[config.mk]
export PLATFORM = sky130hd
export DESIGN_NAME = dlny_ctrl
export DESIGN_NICKNAME = d
export VERILOG_FILES = /design/src/hdl/dlny_pkg.sv /design/src/hdl/dlny_ctrl.sv
export SDC_FILE = /design/constraint.sdc
export NUM_CORES = 1
export LEC_CHECK = 0
export ABC_AREA = 1
export BUFFER_PORTS_ARGS = -buffer_cell sky130_fd_sc_hd__buf_4
export CORE_AREA = 5 5 42 44
export CTS_CLUSTER_SIZE = 30
export DETAILED_ROUTE_END_ITERATION = 10
export DIE_AREA = 0 0 47 49
export GPL_TIMING_DRIVEN = 0
export PLACE_DENSITY = 0.3
export REMOVE_ABC_BUFFERS = 1
export SYNTH_ARGS = -nofsm -noshare
export SYNTH_HDL_FRONTEND = slang
export SYNTH_SLANG_ARGS = --single-unit
export TNS_END_PERCENT = 10
[constraint.sdc]
create_clock -name clock -period 0.9 [get_ports clock]
set_input_delay 0.18 -clock clock [delete_from_list [all_inputs] [get_ports clock]]
set_output_delay 0.18 -clock clock [all_outputs]
set_load 0.02 [all_outputs]
[src/hdl/dlny_pkg.sv]
// Package for the Delannoy number table block.
// Holds the sizes, the transaction payload types and the controller/datapath
// command and status structs. No dependencies.
package dlny_pkg;

   localparam int COORD_W   = 7;
   localparam int MAX_COORD = 127;
   localparam int VALUE_W   = 64;
   localparam int ROW_DEPTH = MAX_COORD + 1;
   localparam int ADDR_W    = $clog2(ROW_DEPTH);

   // Input transaction
   typedef struct packed {
      logic [COORD_W-1:0] row_coord;
      logic [COORD_W-1:0] col_coord;
   } req_type;

   // Result transaction
   typedef struct packed {
      logic [VALUE_W-1:0] delannoy_value;
      logic               wrapped;
   } rsp_type;

   // Controller to datapath
   typedef struct packed {
      logic load;   // capture a new query, reset the walk
      logic step;   // compute one table cell
      logic emit;   // move the answer to the output register
   } cmd_type;

   // Datapath to controller
   typedef struct packed {
      logic trivial;    // one coordinate is zero, answer is 1
      logic last_cell;  // current cell is the final one of the query
      logic out_free;   // output register can take a result this cycle
   } sts_type;

   // Coordinates above the table size saturate
   function automatic logic [COORD_W-1:0] clamp_coord(input logic [COORD_W-1:0] v);
      logic [COORD_W-1:0] r;
      if (int'(v) > MAX_COORD) begin
         r = COORD_W'(MAX_COORD);
      end else begin
         r = v;
      end
      return r;
   endfunction

endpackage

[src/hdl/dlny_ctrl.sv]
// Controller of the Delannoy number block: accepts a query, steps the
// datapath through every table cell and hands the answer to the output.
// Depends on dlny_pkg.
module dlny_ctrl (
   input  logic              clock,
   input  logic              reset,
   input  logic              req_valid,
   output logic              req_ready,
   output dlny_pkg::cmd_type cmd,
   input  dlny_pkg::sts_type sts
);

   typedef enum logic [1:0] {
      ST_IDLE,
      ST_RUN,
      ST_EMIT
   } state_type;

   state_type state_ff, state_in;

   // commands and next state
   always_comb begin
      state_in = state_ff;
      cmd      = '0;
      case (state_ff)
         ST_IDLE: begin
            if (req_valid) begin
               cmd.load = 1'b1;
               state_in = ST_RUN;
            end
         end
         ST_RUN: begin
            if (sts.trivial) begin
               state_in = ST_EMIT;
            end else begin
               cmd.step = 1'b1;
               if (sts.last_cell) begin
                  state_in = ST_EMIT;
               end
            end
         end
         ST_EMIT: begin
            if (sts.out_free) begin
               cmd.emit = 1'b1;
               state_in = ST_IDLE;
            end
         end
         default: begin
            state_in = ST_IDLE;
         end
      endcase
   end

   always_ff @(posedge clock) begin
      if (reset) begin
         state_ff <= ST_IDLE;
      end else begin
         state_ff <= state_in;
      end
   end

   assign req_ready = (state_ff == ST_IDLE);

endmodule

; ---- After elaboration in Yosys (flattened, before gate mapping)
; Index checks and enable logic that the tools add are counted.
; W data, S select, Z words.
[totals]
elab_cells = 19
inputBits = 6
ff_bits = 2
output_inout_bits = 4
[op_classes]
n_eq_ne = 5
muxes = 11
reduce_logical = 2
[op_table]
columns = cell, n
row1 = $mux W2, 4
row2 = $mux W1, 6
row3 = $pmux W2 S3, 1
row4 = $ne A2 B2 Y1 const B, 2
row5 = $ne A3 B3 Y1 const B, 1
row6 = $reduce_and A3 Y1, 1
row7 = $eq A2 B1 Y1 const B, 1
row8 = $eq A2 B2 Y1 const B, 1
row9 = $logic_not A2 Y1, 1

; ---- Logic depth before layout (Yosys ltp)
; Gate-level depths: netlist (run 1).
[logic_depth]
depth_word = 3
mapped_depth = 4
mapped_depth_nobuf = 4

; ---- Least setup slack after synthesis (run 1)
; No wires, ideal clock.
[synth_timing]
path_kind = register to output
startpoint = reg state_ff[0]
endpoint = out cmd[1] in the netlist's numbering
slack_ns = -0.131
stages_incl_launch_ff = 3
t_required_ns = 0.720
t_arrival_ns = 0.851
cell_sequence = dfxtp_1 > inv_1 > nor3_1
[synth_lines]
columns = item, line_no
row1 = "start, declared", dlny_ctrl.sv:19  ; state_type state_ff, state_in;
row2 = "start signal, assigned", dlny_ctrl.sv:58  ; state_ff <= state_in;
row3 = "end, declared", dlny_ctrl.sv:9  ; output dlny_pkg::cmd_type cmd,

==> results.md, run 1 <==
* Starting DRT DRC Count at 2
* Setup violators final at 4
* Worst Setup Path Type: reg -> out
* Final antenna-violating net count at 0
* GRT Overall Usage at 4.073%
* Crit path DAT at 0.90 ns
* Max Cap Viol at 0
* Via-to-Cell Ratio at 3.200
* Yosys warns at 0
* Initial Utilization at 8.214%
* CP peak stage delay at 0.33 ns
* Startpoint Class: register
* First-pass GRT wire length at 614 µm
* Per-cell routed wire length at 6.540 µm
* Setup ws final at -0.1764 ns
* Worst Hold End: state_ff[1]
* Top Registers: state_ff: 2 flops
* Final Wtd Congestion at 0.7700
* Slew Limit Fails at 0
* Vias in the first global route at 189
* Hold crit path type: in -> reg
* Nets at 42
* Syn Inst Count at 20
* Clock Path Buffers at 2
* I/O Pins at 10
* Post-Route WL at 327 µm
* Routed vias at 160
* Failing checks: setup timing
* Crit path max-delay cell type: dfxtp_2
* CTS buffer count at 3
* Initial antenna violation count at 0
* Max reg flops at 2
* H-Tree Depth at 1
* Hold path cells at 2
* Reg2reg setup slack at 0.04 ns
* Fin cells at 50
* Crit path time final at 1.076 ns
* Commonest non-fill, non-tap cells in the layout: 10 x buf_4, 5 x nand2_1, 4 x inv_1
* # hold bufs at CTS at 0
* Filler cells at 175
* Final core utilization at 17.95%
* Most flops, register: state_ff
* Worst reg2reg endpoint: state_ff[0]
* RSZ-0062 raised after global routing: yes
* 1st-pass router iterations at 2
* Fin crit share at 119.6%
* Root Buffer: clkbuf_4
* Inst Count DP at 45
* Hold_sp: reset
* CP endpoint kind: output port
* Synth Area per Inst at 5.756 µm²
* Final Hold Viols at 0
* FF-to-FF Start: state_ff[0]
* Worst Reg-to-Reg Cells at 5
* N_diodes at 0
* Residual DRC at 0
* DPL Wire Length at 278.3 µm
* Max Clk Rate at 0.9291 GHz
* CTS tree: done
* Pwr Density at 1561 nW/µm²
* Pin count of the biggest net entering global routing at 6
* Library cells used by synthesis at 8
* Layout cell share with drive strength beyond 1 at 55.88%
* Core region area at 1401 µm²
* Yosys reg bits at 2
* Die Ht at 49 µm
* IO Port Bufs at 9
* Die Wd at 47 µm
* Worst rel slew slack at 90.02%
* Rows at 14
* GRT overflow at 0
* Status: complete, but fails checks
* Syn Std Cell Area at 115.1 µm²
* Clk_lat worst skew at 0.22 ns
* CP required at 0.72 ns
* VDD IR max at 0.5109 mV
* Most common cell after layout, fill and taps aside: buf_4
* Clock Skew at 0.002110 ns
* Sequential share of the synthesized area at 34.78%
* Pwr Total at 0.3927 mW
* Die Footprint at 2303 µm²
* Reg clk slew, reported paths at 0.03 ns
* Worst-path cell chain: nor2_2 -> nand2_1 -> inv_1 -> buf_6
* Sink Count at 2
* CP max FO at 5
* Leakage at 0.1339 nW
* Area Growth Syn to Fin at 118.5%
* Pre-CTS WS at -0.01547 ns
* Least-Margin Pin Slew at 0.1489 ns
==> critical path, delay by kind of cell (launching register included) <==
kind,cells,cell delay (ns)
AND/OR/NAND/NOR,2,0.16
flip-flops,1,0.33
buffers and inverters,2,0.17
==> cell families after synthesis <==
| group | after synthesis | synth area share [%] |
|---|---|---|
| DFF | 2 | 34.78 |
| AOI/OAI and AO/OA | 2 | 8.696 |
| buffers and inverters | 5 | 16.31 |
| and+or+nand+nor | 11 | 40.21 |
==> how the worst max path moves through the flow <==
| stage | start | endpoint | depth (start not counted) |
|---|---|---|---|
| 2_1_floorplan | state_ff[0] | cmd[1] | 2 |
| 3_3_place_gp | state_ff[0] | cmd[1] | 3 |
| 3_5_place_dp | state_ff[0] | cmd[1] | 3 |
| 4_1_cts | state_ff[1] | cmd[1] | 2 |
| 5_1_grt | state_ff[1] | cmd[2] | 4 |
| 6_report | state_ff[1] | cmd[2] | 4 |
==> metal layers <==
metal / track usage [%] / vias to the layer above / wire length (µm) / part of all wire (%)
met1: 3.268 / 68 / 120 / 37
li1: - / 88 / - / -
met3: 2.214 / 0 / 12 / 3.7
met5: 0 / - / 0 / 0
met2: 5.656 / 4 / 194 / 59
met4: 5.530 / 0 / 0 / 0
==> per-stage QoR <==
| step | TNS, ns | area (µm²) | hold slack (ns) |
|---|---|---|---|
| after floorplan | -0.2378 | 115.1 | 0.2491 |
| after global placement | -0.005610 | 202.7 | 0.3478 |
| after detailed placement | -0.01547 | 202.7 | 0.3514 |
| after CTS | -0.6370 | 251.5 | 0.1120 |
| after global routing | -0.8571 | 251.5 | 0.1002 |
| final | -0.5729 | 251.5 | 0.1145 |
==> timing repair <==
| action | CTS | global route |
|---|---|---|
| setup endpoints to repair | 4 | 6 |
| resized for setup | 5 | 0 |
| pin swaps | 2 | 1 |
| hold endpoints to repair | 0 | 0 |
| setup buffers | 2 | 0 |
==> cell type report <==
| class | count | area [µm²] | area share, % |
|---|---|---|---|
| Tap cell | 16 | 20.02 | 7.960 |
| Sequential cell | 2 | 42.54 | 16.92 |
| Multi-Input combinational cell | 13 | 61.31 | 24.38 |
| Clock buffer | 3 | 22.52 | 8.955 |
| Timing Repair Buffer | 11 | 86.33 | 34.33 |
| Inverter | 5 | 18.77 | 7.463 |
==> cells in the mapped netlist <==
master / instances / area [µm²]
nor3_1: 1 / 5.000
nand3_1: 1 / 5.000
nor2_1: 3 / 11.26
nor2_2: 1 / 6.260
dfxtp_1: 2 / 40.04
nand2_1: 5 / 18.77
inv_1: 5 / 18.77
a21oi_1: 2 / 10.01
==> power by group <==
| group | leakage, nW | switching (mW) | internal (mW) |
|---|---|---|---|
| Sequential | 0.0172 | 0.00633 | 0.0966 |
| Clock | 0.0138 | 0.0454 | 0.147 |
| Combinational | 0.103 | 0.0461 | 0.0515 |
| Total | 0.134 | 0.0979 | 0.295 |
No activity file was read; power rests on OpenSTA's default activity.
==> run 2: changes to the inputs <==
--- a/config.mk
+++ b/config.mk
@@ -5,9 +5,9 @@
 export SDC_FILE = /design/constraint.sdc
 export NUM_CORES = 1
 export LEC_CHECK = 0
-export ABC_AREA = 1
 export BUFFER_PORTS_ARGS = -buffer_cell sky130_fd_sc_hd__buf_4
 export CORE_AREA = 5 5 42 44
+export CTS_CLUSTER_DIAMETER = 30
 export CTS_CLUSTER_SIZE = 30
 export DETAILED_ROUTE_END_ITERATION = 10
 export DIE_AREA = 0 0 47 49
==> constraint.sdc (replaced) <==
create_clock -name clock -period 1.1 [get_ports clock]
set_input_delay 0.22 -clock clock [delete_from_list [all_inputs] [get_ports clock]]
set_output_delay 0.22 -clock clock [all_outputs]
set_load 0.02 [all_outputs]
==> run 2 against run 1 <==
Compared with the run above: the flow still finishes with violations (setup timing); largest cell class is now multi-input combinational cells; die area did not move; combinational power fell by 20%; global-route usage fell by 0.49 points; non-clock buffer count fell by 2; sequential cell count did not move; register-to-register slack improved by 0.23 ns; wire length rose by 5.2%; sequential power fell by 15%; synthesized cell count fell by 35%; largest power group unchanged; hold slack improved by 0.045 ns.
==> results.md, run 2 <==
* Final core utilization at 17.50% (-0.45 points)
* RSZ-0062 raised after global routing: yes
* Max Cap Viol at 0 (unchanged)
* Top Registers: state_ff: 2 flops
* Synth Area per Inst at 8.085 µm² (+40%)
* Startpoint Class: register
* Asr flop ratio synth at 0% (unchanged)
* Nets at 33 (-21%)
* CTS tree: done
* Post-route cell area at 245.2 µm² (-2.5%)
* Initial Utilization at 7.500% (-0.71 points)
* Hold crit path type: in -> reg
* Failing checks: setup timing
* Root Buffer: clkbuf_4
* CP endpoint kind: output port
* Most flops, register: state_ff
* EDFF count, synth at 0 (unchanged)
* Worst Setup Path Type: reg -> out
* CP required at 0.88 ns (+0.16 ns)
* Clk_lat worst skew at 0.22 ns (about the same)
* Reg clk slew, reported paths at 0.03 ns (about the same)
* GRT Overall Usage at 3.584% (-0.49 points)
* Sink Count at 2 (unchanged)
* Area leader, netlist: dfxtp_1
* Commonest cells post-synth: 5 x nor2_1, 2 x dfxtp_1
* Slew Limit Fails at 0 (unchanged)
* Pin count of the biggest net entering global routing at 6 (unchanged)
* Count leader, synth: nor2_1
* Vias in the first global route at 146 (-23%)
* Commonest register cell after synthesis: dfxtp_1
* Status: complete, but fails checks
* Syn Inst Count at 13 (-35%)
* Sequential share of the synthesized area at 38.10% (+3.3 points)
* Final Wtd Congestion at 0.6481 (-16%)
* Core region area at 1401 µm² (unchanged)
* Pwr Total at 0.3219 mW (-18%)
* Commonest non-fill, non-tap cells in the layout: 7 x buf_4, 4 x nor2_1, 3 x clkbuf_4
* Die Wd at 47 µm (unchanged)
* Die Footprint at 2303 µm² (unchanged)
* Syn Std Cell Area at 105.1 µm² (-8.7%)
* Filler cells at 168 (-4.0%)
* Fin crit share at 106.4%
* Final Hold Viols at 0 (unchanged)
* CTS buffer count at 3 (unchanged)
* Routed vias at 134 (-16%)
* Layout cell share with drive strength beyond 1 at 72.00% (+16 points)
* Pwr Density at 1313 nW/µm² (-16%)
* Initial antenna violation count at 0 (unchanged)
* Via-to-Cell Ratio at 3.268 (+2.1%)
* IO Port Bufs at 9 (unchanged)
* Placement Cell Area at 192.7 µm² (-4.9%)
* # hold bufs at CTS at 0 (unchanged)
* GRT overflow at 0 (unchanged)
* Leakage at 0.1116 nW (-17%)
* H-Tree Depth at 1 (unchanged)
* Yosys reg bits at 2 (unchanged)
* Setup ws final at -0.07008 ns (+0.1063 ns)
* Residual DRC at 0 (unchanged)
* Max Clk Rate at 0.8546 GHz
* Crit path DAT at 0.95 ns (+0.05 ns)
* Per-cell routed wire length at 8.390 µm (+28%)
* Clock Skew at 0.001370 ns (-0.0007404 ns)
* Starting DRT DRC Count at 2 (unchanged)
* Rows at 14 (unchanged)
* Setup violators final at 3 (-1)
* I/O Pins at 10 (unchanged)
* Fin Hold WS at 0.1599 ns (+0.04538 ns)
* Fin cells at 41 (-18%)
* Most common cell after layout, fill and taps aside: buf_4
* Max reg flops at 2 (unchanged)
* Inst Count DP at 38 (-16%)
* Least-Margin Pin Slew at 0.1249 ns (-0.02405 ns)
* CP max FO at 5 (unchanged)
* Reg2reg setup slack at 0.27 ns (+0.23 ns)
* Crit path time final at 1.170 ns
* Main area contributors after synthesis: dfxtp_1 38%, nor2_1 18%, and3b_2 9.5%, mux2i_1 9.5%, a2bb2oi_1 8.3%
* Post-CTS setup buffer count at 0 (-2)
* Final antenna-violating net count at 0 (unchanged)
* 1st-pass router iterations at 2 (unchanged)
* First-pass GRT wire length at 538 µm (-12%)
* Library cells used by synthesis at 8 (unchanged)
* Area Growth Syn to Fin at 133.3%
* Clock Path Buffers at 2 (unchanged)
* Yosys warns at 0 (unchanged)
* Post-Route WL at 344 µm (+5.2%)
* N_diodes at 0 (unchanged)
* Die Ht at 49 µm (unchanged)
* Worst rel slew slack at 91.44% (+1.4 points)
* Share of the synthesized area in the top cell type at 38.10% (+3.3 points)
* VDD IR max at 0.3961 mV (-22%)
run 2: cell type report:
type                    count  area, µm²  share of cell area (%)
clock buffers               3      22.52                   9.184
multi-input cells          11      82.58                   33.67
well taps                  16      20.02                   8.163
flip-flops and latches      2      45.04                   18.37
repair buffers              9      75.07                   30.61
run 2: routing by layer:
layer | track usage, % | up-vias | routed length (µm)
li1 | - | 68 | -
met1 | 4.803 | 56 | 184
met2 | 2.715 | 10 | 109
met3 | 2.952 | 0 | 50
met4 | 4.147 | 0 | 0
met5 | 0 | - | 0
run 2: cells by family (layout without fill, tap and decap cells):
group           count (synthesis)  count (layout)  share of synthesized area [%]
simple gates                    9               9                          44.05
flops                           2               2                          38.10
compound gates                  1               1                          8.335
mux                             1               1                          9.524
buf+inv                         0              12                              0
run 2: critical path, stage by stage (launching register included):
cell,delay (ns)
dfxtp_4,0.38
and3b_2,0.22
buf_6,0.13
run 2: path summary, 6_finish.rpt:
check              startpoint     endpoint  depth (start not counted)
hold / removal          reset  state_ff[1]                          2
setup / recovery  state_ff[0]       cmd[0]                          2
setup reg to reg  state_ff[1]  state_ff[1]                          3
hold reg to reg   state_ff[1]  state_ff[0]                          1
run 2: through the flow:
step / setup WS [ns] / setup TNS (ns)
after detailed placement: 0.1259 / 0
after global routing: -0.1095 / -0.2884
after CTS: -0.07951 / -0.2038
after global placement: 0.1096 / 0
after floorplan: -0.05507 / -0.05507
final: -0.07008 / -0.1641
run 2: timing repair:
| action | 4_1_cts | 5_1_grt |
|---|---|---|
| resized for setup | 9 | 0 |
| endpoints found under the setup margin | 3 | 3 |
| hold endpoints to repair | 0 | 0 |
| pin swaps | 2 | 0 |
run 2: where the power goes:
part           internal (mW)  switching [mW]
Sequential            0.0782         0.00948
Combinational         0.0461          0.0315
Clock                  0.120          0.0368
Total                  0.244          0.0778
==> run 3: changes to the inputs <==
==> constraint.sdc (replaced) <==
create_clock -name clock -period 1.1 [get_ports clock]
set_input_delay 0.22 -clock clock [delete_from_list [all_inputs] [get_ports clock]]
set_output_delay 0.22 -clock clock [all_outputs]
set_load 0.1 [all_outputs]
==> run 3 against run 2 <==
Compared with the run above: the flow still finishes with violations (setup timing); core utilization grew 3.5 points; largest power group is now combinational logic; power grew 28%; largest cell class is now non-clock buffers; first-iteration DRC count shrank 50%; via count grew 1.5%; global-route usage grew 0.28 points; clock skew is the same; critical path depth is the same.
==> results.md, run 3 (same netlist as run 2, synthesis figures left out) <==
* CP endpoint kind: output port
* Clock Path Buffers at 2 (unchanged)
* Rows at 14 (unchanged)
* CTS tree: done
* Clock Skew at 0.001370 ns (unchanged)
* Per-cell routed wire length at 8.500 µm (+1.3%)
* Fin cells at 42 (+2.4%)
* I/O Pins at 10 (unchanged)
* Root Buffer: clkbuf_4
* Final Wtd Congestion at 0.6481 (unchanged)
* Setup ws final at -0.1327 ns (-0.06258 ns)
* WL met3 at 61 µm (+22%)
* Slew Limit Fails at 0 (unchanged)
* H-Tree Depth at 1 (unchanged)
* Max Cap Viol at 0 (unchanged)
* Top Registers: state_ff: 2 flops
* Reg clk slew, reported paths at 0.03 ns (about the same)
* Reg power frac at 21.2% (-6.0 points)
* Residual DRC at 0 (unchanged)
* Max reg flops at 2 (unchanged)
* Starting DRT DRC Count at 1 (-1)
* Switching share of power at 35.72% (+12 points)
* Startpoint Class: register
* Failing checks: setup timing
* Post-route cell area at 294.0 µm² (+20%)
* Pwr Total at 0.4108 mW (+28%)
* Reg area at 45.04 µm² (unchanged)
* Worst rel slew slack at 86.50% (-4.9 points)
* Internal power at 0.2641 mW (+8.2%)
* CTS buffer count at 3 (unchanged)
* VDD IR max at 0.3963 mV (about the same)
* Layout cell share with drive strength beyond 1 at 76.92% (+4.9 points)
* Pin count of the biggest net entering global routing at 6 (unchanged)
* Crit path DAT at 1.01 ns (+0.06 ns)
* Initial antenna violation count at 0 (unchanged)
* Worst Setup Path Type: reg -> out
* Nets at 34 (+3.0%)
* Least-Margin Pin Slew at 0.2030 ns (+0.07813 ns)
* RSZ-0062 raised after global routing: yes
* GRT Overall Usage at 3.865% (+0.28 points)
* Highest Signal Layer: met3
* Die Wd at 47 µm (unchanged)
* Multi-input gate area at 90.09 µm² (+9.1%)
* Crit path time final at 1.233 ns (+0.06258 ns)
* Core region area at 1401 µm² (unchanged)
* 1st-pass router iterations at 2 (unchanged)
* Area Growth Syn to Fin at 179.8%
* Die Ht at 49 µm (unchanged)
* Pre-CTS WS at -0.0008782 ns (-0.1268 ns)
* Crit path max-delay cell type: dfxtp_4
* Net Switching at 0.1468 mW (+89%)
* Met1 WL at 166 µm (-9.8%)
* Status: complete, but fails checks
* Hold crit path type: in -> reg
* GRT overflow at 0 (unchanged)
* CP required at 0.88 ns (about the same)
* Setup violators final at 4 (+1)
* Vias in the first global route at 156 (+6.8%)
* Inst Count DP at 38 (unchanged)
* Sink Count at 2 (unchanged)
* CP peak stage delay at 0.36 ns (-0.02 ns)
* Placement Cell Area at 192.7 µm² (unchanged)
* Final core utilization at 20.98% (+3.5 points)
* Final antenna-violating net count at 0 (unchanged)
* Filler cells at 161 (-4.2%)
* Post-Route WL at 357 µm (+3.8%)
* Met2 WL at 129 µm (+18%)
* Final Hold Viols at 0 (unchanged)
* Worst-path cell chain: and3b_2 -> buf_12
* CP max FO at 5 (unchanged)
* Most common cell after layout, fill and taps aside: buf_4
* N_diodes at 0 (unchanged)
* Clk_lat worst skew at 0.22 ns (about the same)
* Pwr Density at 1397 nW/µm² (+6.5%)
* Fin crit share at 112.1% (+5.7 points)
* Routed vias at 136 (+1.5%)
* First-pass GRT wire length at 593 µm (+10%)
* Max Clk Rate at 0.8113 GHz (-5.1%)
* IO Port Bufs at 9 (unchanged)
* Most flops, register: state_ff
* Leakage at 0.1267 nW (+14%)
* Clk network pwr share at 38.1% (-11 points)
* Commonest non-fill, non-tap cells in the layout: 6 x buf_4, 3 x nor2_1, 3 x clkbuf_4, 3 x buf_12, 2 x nor2_4
* Initial Utilization at 7.500% (unchanged)
* Die Footprint at 2303 µm² (unchanged)
* Via-to-Cell Ratio at 3.238 (-0.92%)
* # hold bufs at CTS at 0 (unchanged)
* Comb pwr share at 40.7% (+17 points)
## run 3: layout make-up
type                    instances  share of cell area (%)
multi-input cells              11                   30.64
repair buffers                 10                   39.57
well taps                      16                   6.809
clock buffers                   3                   7.660
flip-flops and latches          2                   15.32
## run 3: worst paths after layout
kind                                     to  cells after the start   startpoint  slack, ns
worst max register to register  state_ff[1]                      3  state_ff[1]       0.26
worst max-delay path                 cmd[0]                      2  state_ff[0]      -0.13
worst min-delay path            state_ff[1]                      2        reset       0.16
worst min register to register  state_ff[0]                      1  state_ff[1]       0.47
## run 3: what timing repair did
item                                    CTS  global route
endpoints found under the setup margin    4             4
gates resized for setup                  16             3
pin swaps                                 1             1
setup buffers                             0             1
hold endpoints to repair                  0             0
## run 3: through the flow
step                        TNS (ns)  hold slack (ns)
after floorplan               -3.207           0.2924
after global placement      -0.03388           0.3909
after detailed placement  -0.0008782           0.3959
after CTS                    -0.5235           0.1542
after global routing         -0.5465           0.1547
final                        -0.3914           0.1599
## run 3: per-layer routing
| metal | GRT usage (%) | vias to the layer above |
|---|---|---|
| met2 | 3.394 | 10 |
| met4 | 4.147 | 0 |
| met3 | 2.952 | 0 |
| met1 | 5.022 | 56 |
| li1 | - | 70 |
| met5 | 0 | - |
## run 3: power by group through the flow
stage               combinational, mW  sequential [mW]  clock [mW]
finish                          0.167           0.0871       0.157
global route                    0.174           0.0882       0.174
CTS                             0.160           0.0868       0.168
detailed placement              0.130           0.0843           0
global placement                0.130           0.0845           0
floorplan                      0.0953           0.0833           0
## run 3: critical path: cells and delay by family (launching register included)
kind,cells,cell delay (ns)
buffers and inverters,1,0.17
DFF,1,0.36
and+or+nand+nor,1,0.26
